`src/assert_macros.svh`:
```
// assertion macros shared by the admission control rtl
// no dependencies; compiled out when SYNTHESIS is defined
`ifndef ASSERT_MACROS_SVH
`define ASSERT_MACROS_SVH
`ifndef SYNTHESIS
`define UAC_ASSERT(label, clk, rst, expr) \
   label: assert property (@(posedge clk) disable iff (rst) (expr)) \
      else $error("assertion failed");
`define UAC_ASSERT_IMPL(label, clk, rst, ante, cons) \
   label: assert property (@(posedge clk) disable iff (rst) (ante) |-> (cons)) \
      else $error("assertion failed");
`else
`define UAC_ASSERT(label, clk, rst, expr)
`define UAC_ASSERT_IMPL(label, clk, rst, ante, cons)
`endif
`endif

```
`src/uac_pkg.sv`:
```
// types, constants and microcode table for the admission control block
// no dependencies
package uac_pkg;

   localparam int unsigned DATA_W              = 40;
   localparam int unsigned STATUS_W            = 3;
   localparam int unsigned GRANULARITY_DEFAULT = 1000000;

   localparam int unsigned PROG_LEN = 10;
   localparam int unsigned PC_W     = $clog2(PROG_LEN);

   typedef logic [PC_W-1:0] uac_pc_type;

   localparam uac_pc_type PC_FETCH    = PC_W'(0);
   localparam uac_pc_type PC_DISPATCH = PC_W'(1);
   localparam uac_pc_type PC_CHECK_DL = PC_W'(2);
   localparam uac_pc_type PC_MUL      = PC_W'(3);
   localparam uac_pc_type PC_DIV      = PC_W'(4);
   localparam uac_pc_type PC_ADMIT    = PC_W'(5);
   localparam uac_pc_type PC_RELEASE  = PC_W'(6);
   localparam uac_pc_type PC_ZERO_DL  = PC_W'(7);
   localparam uac_pc_type PC_EMIT     = PC_W'(8);
   localparam uac_pc_type PC_RETURN   = PC_W'(9);

   typedef enum logic [STATUS_W-1:0] {
      ST_ADMITTED      = 3'd0,
      ST_REFUSED       = 3'd1,
      ST_RELEASED      = 3'd2,
      ST_ZERO_DEADLINE = 3'd3,
      ST_ZERO_ESTIMATE = 3'd4,
      ST_UNDERFLOW     = 3'd5
   } uac_status_type;

   typedef enum logic [2:0] {
      OP_NONE,
      OP_FETCH,
      OP_MUL,
      OP_DIV,
      OP_ADMIT,
      OP_RELEASE,
      OP_ZERO_DL,
      OP_EMIT
   } uac_op_type;

   typedef enum logic [2:0] {
      COND_NEXT,
      COND_ALWAYS,
      COND_NO_REQ,
      COND_IS_RELEASE,
      COND_DL_ZERO,
      COND_CNT_MORE,
      COND_OUT_BUSY
   } uac_cond_type;

   typedef struct packed {
      uac_op_type   op;
      uac_cond_type cond;
      uac_pc_type   target;
   } uac_uword_type;

   typedef struct packed {
      logic no_req;
      logic is_release;
      logic dl_zero;
      logic cnt_more;
      logic out_busy;
   } uac_flags_type;

   function automatic uac_uword_type ucode_word(input uac_pc_type pc);
      uac_uword_type w;
      unique case (pc)
         PC_FETCH:    w = '{OP_FETCH,   COND_NO_REQ,     PC_FETCH};
         PC_DISPATCH: w = '{OP_NONE,    COND_IS_RELEASE, PC_RELEASE};
         PC_CHECK_DL: w = '{OP_NONE,    COND_DL_ZERO,    PC_ZERO_DL};
         PC_MUL:      w = '{OP_MUL,     COND_NEXT,       PC_FETCH};
         PC_DIV:      w = '{OP_DIV,     COND_CNT_MORE,   PC_DIV};
         PC_ADMIT:    w = '{OP_ADMIT,   COND_ALWAYS,     PC_EMIT};
         PC_RELEASE:  w = '{OP_RELEASE, COND_ALWAYS,     PC_EMIT};
         PC_ZERO_DL:  w = '{OP_ZERO_DL, COND_NEXT,       PC_FETCH};
         PC_EMIT:     w = '{OP_EMIT,    COND_OUT_BUSY,   PC_EMIT};
         PC_RETURN:   w = '{OP_NONE,    COND_ALWAYS,     PC_FETCH};
         default:     w = '{OP_NONE,    COND_ALWAYS,     PC_FETCH};
      endcase
      return w;
   endfunction

endpackage

```
`src/uac_req_if.sv`:
```
// request channel: valid/ready handshake with the request fields
// depends on uac_pkg
interface uac_req_if;
   logic                        valid;
   logic                        ready;
   logic                        req_type;
   logic [uac_pkg::DATA_W-1:0]  exec_time;
   logic [uac_pkg::DATA_W-1:0]  deadline;
   logic [uac_pkg::DATA_W-1:0]  release_amount;

   modport source (output valid, req_type, exec_time, deadline, release_amount, input ready);
   modport sink   (input valid, req_type, exec_time, deadline, release_amount, output ready);
endinterface

```
`src/uac_rsp_if.sv`:
```
// response channel: valid/ready handshake with the result fields
// depends on uac_pkg
interface uac_rsp_if;
   logic                          valid;
   logic                          ready;
   logic [uac_pkg::STATUS_W-1:0]  status;
   logic [uac_pkg::DATA_W-1:0]    granted_estimate;
   logic [uac_pkg::DATA_W-1:0]    admitted_total;

   modport source (output valid, status, granted_estimate, admitted_total, input ready);
   modport sink   (input valid, status, granted_estimate, admitted_total, output ready);
endinterface

```
`src/utilization_admission_control.sv`:
```
// Utilisation-based admission control. Each request is either an admit (exec time and deadline)
// or a completion (release amount) and yields exactly one response. The load estimate is
// floor(exec_time * GRANULARITY / deadline), formed by a constant multiply and a restoring
// divider that retires one quotient bit per cycle over 40 + clog2(GRANULARITY + 1) bits
// (60 at the default granularity). An admit request occupies the block through the multiply and
// the divider loop of the microcode; a zero deadline or a completion skips both. A finished
// response is held in an output register, so the next request is taken while it waits.
// Capacity is written through the csr port; the user must write it only while no request is
// in flight, the block does not enforce this. It resets to zero, refusing every admission.
// depends on uac_pkg, uac_req_if, uac_rsp_if, uac_sequencer and uac_datapath
module utilization_admission_control #(
   parameter int unsigned GRANULARITY = uac_pkg::GRANULARITY_DEFAULT
) (
   input  logic                        clock,
   input  logic                        reset,
   input  logic                        csr_write_enable,
   input  logic [uac_pkg::DATA_W-1:0]  csr_write_data,
   uac_req_if.sink                     req_if,
   uac_rsp_if.source                   rsp_if
);

   uac_pkg::uac_op_type    op;
   uac_pkg::uac_flags_type flags;

   uac_sequencer u_sequencer (
      .clock (clock),
      .reset (reset),
      .flags (flags),
      .op    (op)
   );

   uac_datapath #(
      .GRANULARITY (GRANULARITY)
   ) u_datapath (
      .clock            (clock),
      .reset            (reset),
      .csr_write_enable (csr_write_enable),
      .csr_write_data   (csr_write_data),
      .op               (op),
      .flags            (flags),
      .req_if           (req_if),
      .rsp_if           (rsp_if)
   );

endmodule

```
`src/uac_sequencer.sv`:
```
// microcode sequencer: step counter, table lookup and conditional jumps
// depends on uac_pkg and assert_macros.svh
`include "assert_macros.svh"

module uac_sequencer (
   input  logic                   clock,
   input  logic                   reset,
   input  uac_pkg::uac_flags_type flags,
   output uac_pkg::uac_op_type    op
);

   uac_pkg::uac_pc_type    pc_ff;
   uac_pkg::uac_pc_type    pc_in;
   uac_pkg::uac_uword_type uword;
   logic                   take;

   assign uword = uac_pkg::ucode_word(pc_ff);
   assign op    = uword.op;

   always_comb begin
      unique case (uword.cond)
         uac_pkg::COND_NEXT:       take = 1'b0;
         uac_pkg::COND_ALWAYS:     take = 1'b1;
         uac_pkg::COND_NO_REQ:     take = flags.no_req;
         uac_pkg::COND_IS_RELEASE: take = flags.is_release;
         uac_pkg::COND_DL_ZERO:    take = flags.dl_zero;
         uac_pkg::COND_CNT_MORE:   take = flags.cnt_more;
         uac_pkg::COND_OUT_BUSY:   take = flags.out_busy;
         default:                  take = 1'b1;
      endcase
      pc_in = take ? uword.target : pc_ff + uac_pkg::PC_W'(1);
   end

   always_ff @(posedge clock) begin
      if (reset) begin
         pc_ff <= uac_pkg::PC_FETCH;
      end else begin
         pc_ff <= pc_in;
      end
   end

   `UAC_ASSERT(a_pc_in_program, clock, reset, pc_ff < uac_pkg::PC_W'(uac_pkg::PROG_LEN))

endmodule

```
`src/uac_datapath.sv`:
```
// datapath: request latch, constant multiply, restoring divider, load sum and result register
// depends on uac_pkg, uac_req_if, uac_rsp_if and assert_macros.svh
`include "assert_macros.svh"

module uac_datapath #(
   parameter int unsigned GRANULARITY = uac_pkg::GRANULARITY_DEFAULT
) (
   input  logic                        clock,
   input  logic                        reset,
   input  logic                        csr_write_enable,
   input  logic [uac_pkg::DATA_W-1:0]  csr_write_data,
   input  uac_pkg::uac_op_type         op,
   output uac_pkg::uac_flags_type      flags,
   uac_req_if.sink                     req_if,
   uac_rsp_if.source                   rsp_if
);

   localparam int unsigned DW    = uac_pkg::DATA_W;
   localparam int unsigned GW    = $clog2(GRANULARITY + 1);
   localparam int unsigned PW    = DW + GW;
   localparam int unsigned CNT_W = $clog2(PW + 1);
   localparam logic [GW-1:0] GRAN_W = GW'(GRANULARITY);

   logic [DW-1:0]           load_ff, load_in;
   logic [DW-1:0]           cap_ff, cap_in;
   logic                    kind_ff, kind_in;
   logic [DW-1:0]           exec_ff, exec_in;
   logic [DW-1:0]           dl_ff, dl_in;
   logic [DW-1:0]           rel_ff, rel_in;
   logic [PW-1:0]           quo_ff, quo_in;
   logic [DW-1:0]           rem_ff, rem_in;
   logic [CNT_W-1:0]        cnt_ff, cnt_in;
   uac_pkg::uac_status_type res_status_ff, res_status_in;
   logic [DW-1:0]           res_granted_ff, res_granted_in;
   logic                    rsp_valid_ff, rsp_valid_in;
   uac_pkg::uac_status_type rsp_status_ff, rsp_status_in;
   logic [DW-1:0]           rsp_granted_ff, rsp_granted_in;
   logic [DW-1:0]           rsp_total_ff, rsp_total_in;

   logic [PW-1:0]           product;
   logic [DW:0]             trial;
   logic [PW:0]             sum;
   logic                    out_busy;

   assign product  = PW'(exec_ff) * PW'(GRAN_W);
   assign trial    = {rem_ff, quo_ff[PW-1]};
   assign sum      = (PW+1)'(load_ff) + (PW+1)'(quo_ff);
   assign out_busy = rsp_valid_ff & ~rsp_if.ready;

   assign flags.no_req     = ~req_if.valid;
   assign flags.is_release = kind_ff;
   assign flags.dl_zero    = (dl_ff == '0);
   assign flags.cnt_more   = (cnt_ff != CNT_W'(1));
   assign flags.out_busy   = out_busy;

   assign req_if.ready            = (op == uac_pkg::OP_FETCH) & ~reset;
   assign rsp_if.valid            = rsp_valid_ff;
   assign rsp_if.status           = rsp_status_ff;
   assign rsp_if.granted_estimate = rsp_granted_ff;
   assign rsp_if.admitted_total   = rsp_total_ff;

   always_comb begin
      load_in        = load_ff;
      cap_in         = cap_ff;
      kind_in        = kind_ff;
      exec_in        = exec_ff;
      dl_in          = dl_ff;
      rel_in         = rel_ff;
      quo_in         = quo_ff;
      rem_in         = rem_ff;
      cnt_in         = cnt_ff;
      res_status_in  = res_status_ff;
      res_granted_in = res_granted_ff;
      rsp_valid_in   = out_busy;
      rsp_status_in  = rsp_status_ff;
      rsp_granted_in = rsp_granted_ff;
      rsp_total_in   = rsp_total_ff;

      unique case (op)
         uac_pkg::OP_NONE: begin
         end
         uac_pkg::OP_FETCH: begin
            if (req_if.valid) begin
               kind_in = req_if.req_type;
               exec_in = req_if.exec_time;
               dl_in   = req_if.deadline;
               rel_in  = req_if.release_amount;
            end
         end
         uac_pkg::OP_MUL: begin
            quo_in = product;
            rem_in = '0;
            cnt_in = CNT_W'(PW);
         end
         uac_pkg::OP_DIV: begin
            // one restoring step per cycle, quotient shifts in at the bottom
            if (trial >= {1'b0, dl_ff}) begin
               rem_in = DW'(trial - {1'b0, dl_ff});
               quo_in = {quo_ff[PW-2:0], 1'b1};
            end else begin
               rem_in = trial[DW-1:0];
               quo_in = {quo_ff[PW-2:0], 1'b0};
            end
            cnt_in = cnt_ff - CNT_W'(1);
         end
         uac_pkg::OP_ADMIT: begin
            res_granted_in = '0;
            if (quo_ff == '0) begin
               res_status_in = uac_pkg::ST_ZERO_ESTIMATE;
            end else if (sum >= (PW+1)'(cap_ff)) begin
               res_status_in = uac_pkg::ST_REFUSED;
            end else begin
               res_status_in  = uac_pkg::ST_ADMITTED;
               res_granted_in = quo_ff[DW-1:0];
               load_in        = sum[DW-1:0];
            end
         end
         uac_pkg::OP_RELEASE: begin
            res_granted_in = '0;
            if (rel_ff > load_ff) begin
               res_status_in = uac_pkg::ST_UNDERFLOW;
            end else begin
               res_status_in = uac_pkg::ST_RELEASED;
               load_in       = load_ff - rel_ff;
            end
         end
         uac_pkg::OP_ZERO_DL: begin
            res_status_in  = uac_pkg::ST_ZERO_DEADLINE;
            res_granted_in = '0;
         end
         uac_pkg::OP_EMIT: begin
            if (!out_busy) begin
               rsp_valid_in   = 1'b1;
               rsp_status_in  = res_status_ff;
               rsp_granted_in = res_granted_ff;
               rsp_total_in   = load_ff;
            end
         end
         default: begin
         end
      endcase

      if (csr_write_enable) begin
         cap_in = csr_write_data;
      end
   end

   always_ff @(posedge clock) begin
      if (reset) begin
         load_ff      <= '0;
         cap_ff       <= '0;
         rsp_valid_ff <= 1'b0;
      end else begin
         load_ff      <= load_in;
         cap_ff       <= cap_in;
         rsp_valid_ff <= rsp_valid_in;
      end
   end

   always_ff @(posedge clock) begin
      kind_ff        <= kind_in;
      exec_ff        <= exec_in;
      dl_ff          <= dl_in;
      rel_ff         <= rel_in;
      quo_ff         <= quo_in;
      rem_ff         <= rem_in;
      cnt_ff         <= cnt_in;
      res_status_ff  <= res_status_in;
      res_granted_ff <= res_granted_in;
      rsp_status_ff  <= rsp_status_in;
      rsp_granted_ff <= rsp_granted_in;
      rsp_total_ff   <= rsp_total_in;
   end

   `UAC_ASSERT_IMPL(a_div_count_live, clock, reset, op == uac_pkg::OP_DIV, cnt_ff != '0)
   `UAC_ASSERT_IMPL(a_total_matches_sum, clock, reset,
      $rose(rsp_valid_ff), rsp_total_ff == load_ff)
   `UAC_ASSERT_IMPL(a_grant_only_admitted, clock, reset,
      rsp_valid_ff && (rsp_status_ff != uac_pkg::ST_ADMITTED), rsp_granted_ff == '0)
   `UAC_ASSERT_IMPL(a_admit_grants_nonzero, clock, reset,
      rsp_valid_ff && (rsp_status_ff == uac_pkg::ST_ADMITTED), rsp_granted_ff != '0)

endmodule

```
`src/flat_wrapper.sv`:
```
// flat-port wrapper written by rule: the top's interface ports become plain ports
module utilization_admission_control_flat 
#(
   parameter int unsigned GRANULARITY = uac_pkg::GRANULARITY_DEFAULT
)
  (clock, reset, csr_write_enable, csr_write_data, req_if_valid, req_if_req_type, req_if_exec_time, req_if_deadline, req_if_release_amount, req_if_ready, rsp_if_valid, rsp_if_status, rsp_if_granted_estimate, rsp_if_admitted_total, rsp_if_ready);
  uac_req_if req_if_i ();
  uac_rsp_if rsp_if_i ();
  input  logic clock;
  input  logic reset;
  input  logic csr_write_enable;
  input  logic [uac_pkg::DATA_W-1:0] csr_write_data;
  input wire logic [$bits(req_if_i.valid)-1:0] req_if_valid;
  input wire logic [$bits(req_if_i.req_type)-1:0] req_if_req_type;
  input wire logic [$bits(req_if_i.exec_time)-1:0] req_if_exec_time;
  input wire logic [$bits(req_if_i.deadline)-1:0] req_if_deadline;
  input wire logic [$bits(req_if_i.release_amount)-1:0] req_if_release_amount;
  output wire logic [$bits(req_if_i.ready)-1:0] req_if_ready;
  output wire logic [$bits(rsp_if_i.valid)-1:0] rsp_if_valid;
  output wire logic [$bits(rsp_if_i.status)-1:0] rsp_if_status;
  output wire logic [$bits(rsp_if_i.granted_estimate)-1:0] rsp_if_granted_estimate;
  output wire logic [$bits(rsp_if_i.admitted_total)-1:0] rsp_if_admitted_total;
  input wire logic [$bits(rsp_if_i.ready)-1:0] rsp_if_ready;
  assign req_if_i.valid = req_if_valid;
  assign req_if_i.req_type = req_if_req_type;
  assign req_if_i.exec_time = req_if_exec_time;
  assign req_if_i.deadline = req_if_deadline;
  assign req_if_i.release_amount = req_if_release_amount;
  assign req_if_ready = req_if_i.ready;
  assign rsp_if_valid = rsp_if_i.valid;
  assign rsp_if_status = rsp_if_i.status;
  assign rsp_if_granted_estimate = rsp_if_i.granted_estimate;
  assign rsp_if_admitted_total = rsp_if_i.admitted_total;
  assign rsp_if_i.ready = rsp_if_ready;
  utilization_admission_control #(.GRANULARITY(GRANULARITY)) u_core (.clock(clock), .reset(reset), .csr_write_enable(csr_write_enable), .csr_write_data(csr_write_data), .req_if(req_if_i), .rsp_if(rsp_if_i));
endmodule
```
`config.mk`:
```
export PLATFORM = sky130hd
export DESIGN_NAME = utilization_admission_control_flat
export DESIGN_NICKNAME = d
export VERILOG_FILES = /design/src/uac_pkg.sv /design/src/uac_req_if.sv /design/src/uac_rsp_if.sv /design/src/utilization_admission_control.sv /design/src/uac_sequencer.sv /design/src/uac_datapath.sv /design/src/flat_wrapper.sv
export VERILOG_INCLUDE_DIRS = /design/src /design/src/src
export SDC_FILE = /design/constraint.sdc
export NUM_CORES = 1
export LEC_CHECK = 0
export BUFFER_PORTS_ARGS = -buffer_cell sky130_fd_sc_hd__buf_2
export CAP_MARGIN = 10
export CORE_MARGIN = 2
export CORE_UTILIZATION = 30
export CTS_CLUSTER_SIZE = 8
export DETAILED_ROUTE_END_ITERATION = 8
export GPL_TIMING_DRIVEN = 0
export SKIP_LAST_GASP = 1
export SYNTH_ARGS = -nofsm -noshare
export SYNTH_HDL_FRONTEND = slang
export SYNTH_HIERARCHICAL = 1
export SYNTH_SLANG_ARGS = --single-unit
```
`constraint.sdc`:
```
create_clock -name clock -period 11.9 [get_ports clock]
set_input_delay 1.785 -clock clock [delete_from_list [all_inputs] [get_ports clock]]
set_output_delay 1.785 -clock clock [all_outputs]
set_load 0.05 [all_outputs]
```
==> results.py <==
metrics = {
    "drt": {
        "post-route-drc-count": 0,
        "vias": 26600,
        "wirelength_mm": 108,
        "vias_per_cell": 5.07,
        "first_pass_iters": 5,
        "ant_nets": 0,
        "wl_per_cell_um": 20.6,
        "drt_iter0_drc": 2233,
    },
    "outcome": {
        "status": "complete, no violations",
    },
    "grt": {
        "grt_max_degree": 36,
        "grt_antenna_before_repair": 3,
        "grt_pass1_wl_mm": 163,
        "grt_busiest_layer": "met2",
        "grt_use_total_pct": 18.6,
        "grt_pass1_vias": 26200,
        "gr-total-overflow": 0,
        "grtUsageMet3_pct": 3.51,
        "met1_usage_pct": 25.3,
        "use_met2_pct": 29.4,
    },
    "die": {
        "pin_count": 251,
        "start_util_pct": 30.2,
        "design.core.area_mm2": 0.112,
        "die_y_um": 340,
        "die_x_um": 340,
        "num_rows": 123,
        "die-area_mm2": 0.116,
    },
    "cts": {
        "postCtsSetupBuffers": 0,
        "cts_resized": 0,
        "clk_pin_slew_worst_paths_ns": 0.05,
        "cts_buffers": 69,
        "clockBufferDepth": 3,
        "worstSkewPairLatency_ns": 0.64,
        "cts.sinks": 448,
        "cts_tree": "yes",
        "ctsHtreeMaxLevel": 3,
        "root_buffer": "clkbuf_16",
        "ctsHoldBuffers": 0,
    },
    "final_layout": {
        "drive_above_1_share_pct": 11.2,
        "syn_to_final_growth_pct": 16.2,
        "layout_commonest_cell": "inv_1",
        "fin_nets": 4397,
        "fillCellCount": 11400,
        "final_cell_mix": "inv_1, edfxtp_1, ha_1, nor2_1, buf_2",
        "regArea_mm2": 0.0125,
        "multi_input_area_mm2": 0.0194,
    },
    "placement": {
        "place_congestion": 0.947,
        "portBuffers": 249,
        "dp_hpwl_mm": 87.4,
    },
    "critical_path": {
        "path_max_fanout": 10,
        "critPathKind": "reg2reg",
        "critPathCaptureType": "register",
        "rrSetupSlack_ns": 3.54,
        "required_ns": 12.37,
        "regToRegEndpoint": "u_core/u_datapath/res_granted_ff[30]",
        "start_kind": "register",
        "r2r-start": "u_core/u_datapath/quo_ff[0]",
        "ff2ff_path_depth": 25,
        "arrival_ns": 8.83,
    },
    "timing": {
        "setup_viol": 0,
        "hold_viol": 0,
        "finalClockSkew_ns": 0.0277,
        "worst_slew_pin_slew_ns": 1.23,
        "rsz0062_at_grt": "no",
        "period_share_pct": 70.3,
        "fin_crit_ns": 8.36,
        "tns_ns": 0,
        "timing.fmax_mhz": 120,
        "slew_headroom_pct": 18.3,
        "slew_violations": 0,
    },
    "min_path": {
        "hold_path_class": "reg2reg",
        "hold_start": "u_core/u_datapath/res_granted_ff[10]",
        "hold_path_end": "u_core/u_datapath/rsp_if.granted_estimate[10]",
        "min_delay_path_depth": 0,
    },
    "synthesis": {
        "synth_seq_cells": 448,
        "synth-xor-area-share_pct": 4.21,
        "synthSimpleGateAreaFrac_pct": 12.6,
        "synth_largest_area_cell": "edfxtp_1",
        "synth_ff_type": "edfxtp_1",
        "synthArstFlopShare_pct": 0,
        "avgSynthCellArea_um2": 10.1,
        "muxShareOfSynthArea_pct": 2.71,
        "synth_edf_count": 353,
        "syn_area_mm2": 0.0339,
        "netlist_instances": 3369,
        "yosysSeqAreaShare_pct": 36.9,
        "yosys.area_share.adder_pct": 23.2,
        "yosysTopAreaCellShare_pct": 31.3,
        "synth_compound_area_share_pct": 14.4,
        "yosysUniqueCellTypes": 93,
        "synth_top_family_by_area": "adder cells",
        "synth_area_leaders": "edfxtp_1, ha_1, fa_1, dfxtp_1, inv_1",
        "ys_warn_count": 6,
        "postSynthNetCount": 4056,
    },
    "flow_run": {
        "max_cap_viol_count": 0,
    },
}
==> cell type report <==
| type | instances | area share, % |
|---|---|---|
| multi-input cells | 2400 | 49.2 |
| flip-flops and latches | 448 | 31.8 |
| clock buffers | 101 | 4.80 |
| well taps | 1500 | 4.77 |
| inverters | 413 | 3.94 |
| repair buffers | 270 | 3.85 |
| plain buffers | 108 | 1.22 |
| clock inverters | 12 | 0.442 |
| diodes | 1 | 0.00636 |
==> synth_stat cells (67+ instances only) <==
cell type  number
a21o_1         88
a21oi_1       224
clkbuf_1       67
dfxtp_1        95
edfxtp_1      353
fa_1          178
ha_1          343
inv_1         412
mux2i_1        86
nand2_1       204
nor2_1        273
o21ai_0       150
xnor2_1        95
xor2_1         68
==> layer usage <==
| layer | up-vias | share of wire (%) |
|---|---|---|
| met2 | 819 | 46 |
| met1 | 13000 | 45 |
| met3 | 162 | 6.4 |
| li1 | 12700 | - |
| met4 | 2 | 3.4 |
| met5 | - | 0.010 |
==> per-stage QoR <==
stage	cells	area [µm²]	worst slack [ns]	utilization [%]	hold WS, ns
final	5253	39400	3.54	35.1	0.413
after global routing	5252	39400	3.20	35.1	0.422
after CTS	5251	39400	3.10	35.1	0.416
after detailed placement	5138	37300	3.13	33.2	0.405
after global placement	5118	37000	-5.91	33.0	0.403
after floorplan	3369	33900	1.20	-	0.400
==> worst max-delay path, stage by stage, from the launching register on <==
cell and delay, ns:
edfxtp_1 0.64, ha_1 0.34, fa_1 0.43, a211oi_1 0.29
o21ai_0 0.22, a21oi_1 0.32, o311ai_0 0.19, clkbuf_2 0.20
a21boi_0 0.58, o31ai_1 0.24, a21boi_0 0.26, xnor2_1 0.20
ha_1 0.31, nand3_1 0.16, nor4_1 0.15, a22oi_1 0.27
nand2_1 0.10, nor4b_2 0.24, nand4_1 0.12, a41oi_1 0.28
nand4bb_1 0.20, or4_1 0.56, or4_1 0.65, a211oi_2 0.67
clkbuf_2 0.34, and2_1 0.22
==> worst max-delay path by stage <==
stage,startpoint,end,slack (ns),depth (start not counted)
6_report,u_core/u_datapath/quo_ff[0],u_core/u_datapath/res_granted_ff[30],3.54,25
5_1_grt,u_core/u_datapath/quo_ff[0],u_core/u_datapath/res_granted_ff[30],3.20,26
4_1_cts,u_core/u_datapath/quo_ff[0],u_core/u_datapath/res_granted_ff[30],3.10,24
3_5_place_dp,u_core/u_datapath/quo_ff[0],u_core/u_datapath/res_granted_ff[30],3.13,24
3_3_place_gp,req_if_valid,u_core/u_datapath/exec_ff[23],-5.91,3
2_1_floorplan,req_if_valid,u_core/u_datapath/dl_ff[0],1.20,2
==> kinds of logic after synthesis <==
| logic type | count (synthesis) |
|---|---|
| adder cells (fa/ha/maj) | 521 |
| AO/OA/AOI/OAI | 753 |
| flip-flops | 448 |
| buffers and inverters | 521 |
| XOR/XNOR | 163 |
| AND/OR/NAND/NOR | 873 |
| multiplexers | 90 |
==> sequential cells by signal, indices dropped and copies added (netlist names) <==
name and cells:
u_core/u_datapath/exec_ff 40, u_core/u_datapath/kind_ff 1, u_core/u_sequencer/uword 10, u_core/u_datapath/dl_ff 40
u_core/u_datapath/cap_ff 40, u_core/u_datapath/res_status_ff 3, u_core/u_datapath/load_ff 40, u_core/u_datapath/cnt_ff 6
u_core/u_datapath/rsp_if.granted_estimate 40, u_core/u_sequencer/pc_ff 4, u_core/u_datapath/rsp_if.valid 1, u_core/u_datapath/rel_ff 40
u_core/u_datapath/rsp_if.status 3, u_core/u_datapath/rem_ff 40, u_core/u_datapath/rsp_if.admitted_total 40, u_core/u_datapath/res_granted_ff 40
u_core/u_datapath/quo_ff 60
Power is not shown: default switching activity piles up to over one toggle a cycle in this logic, so the estimate is an artifact.
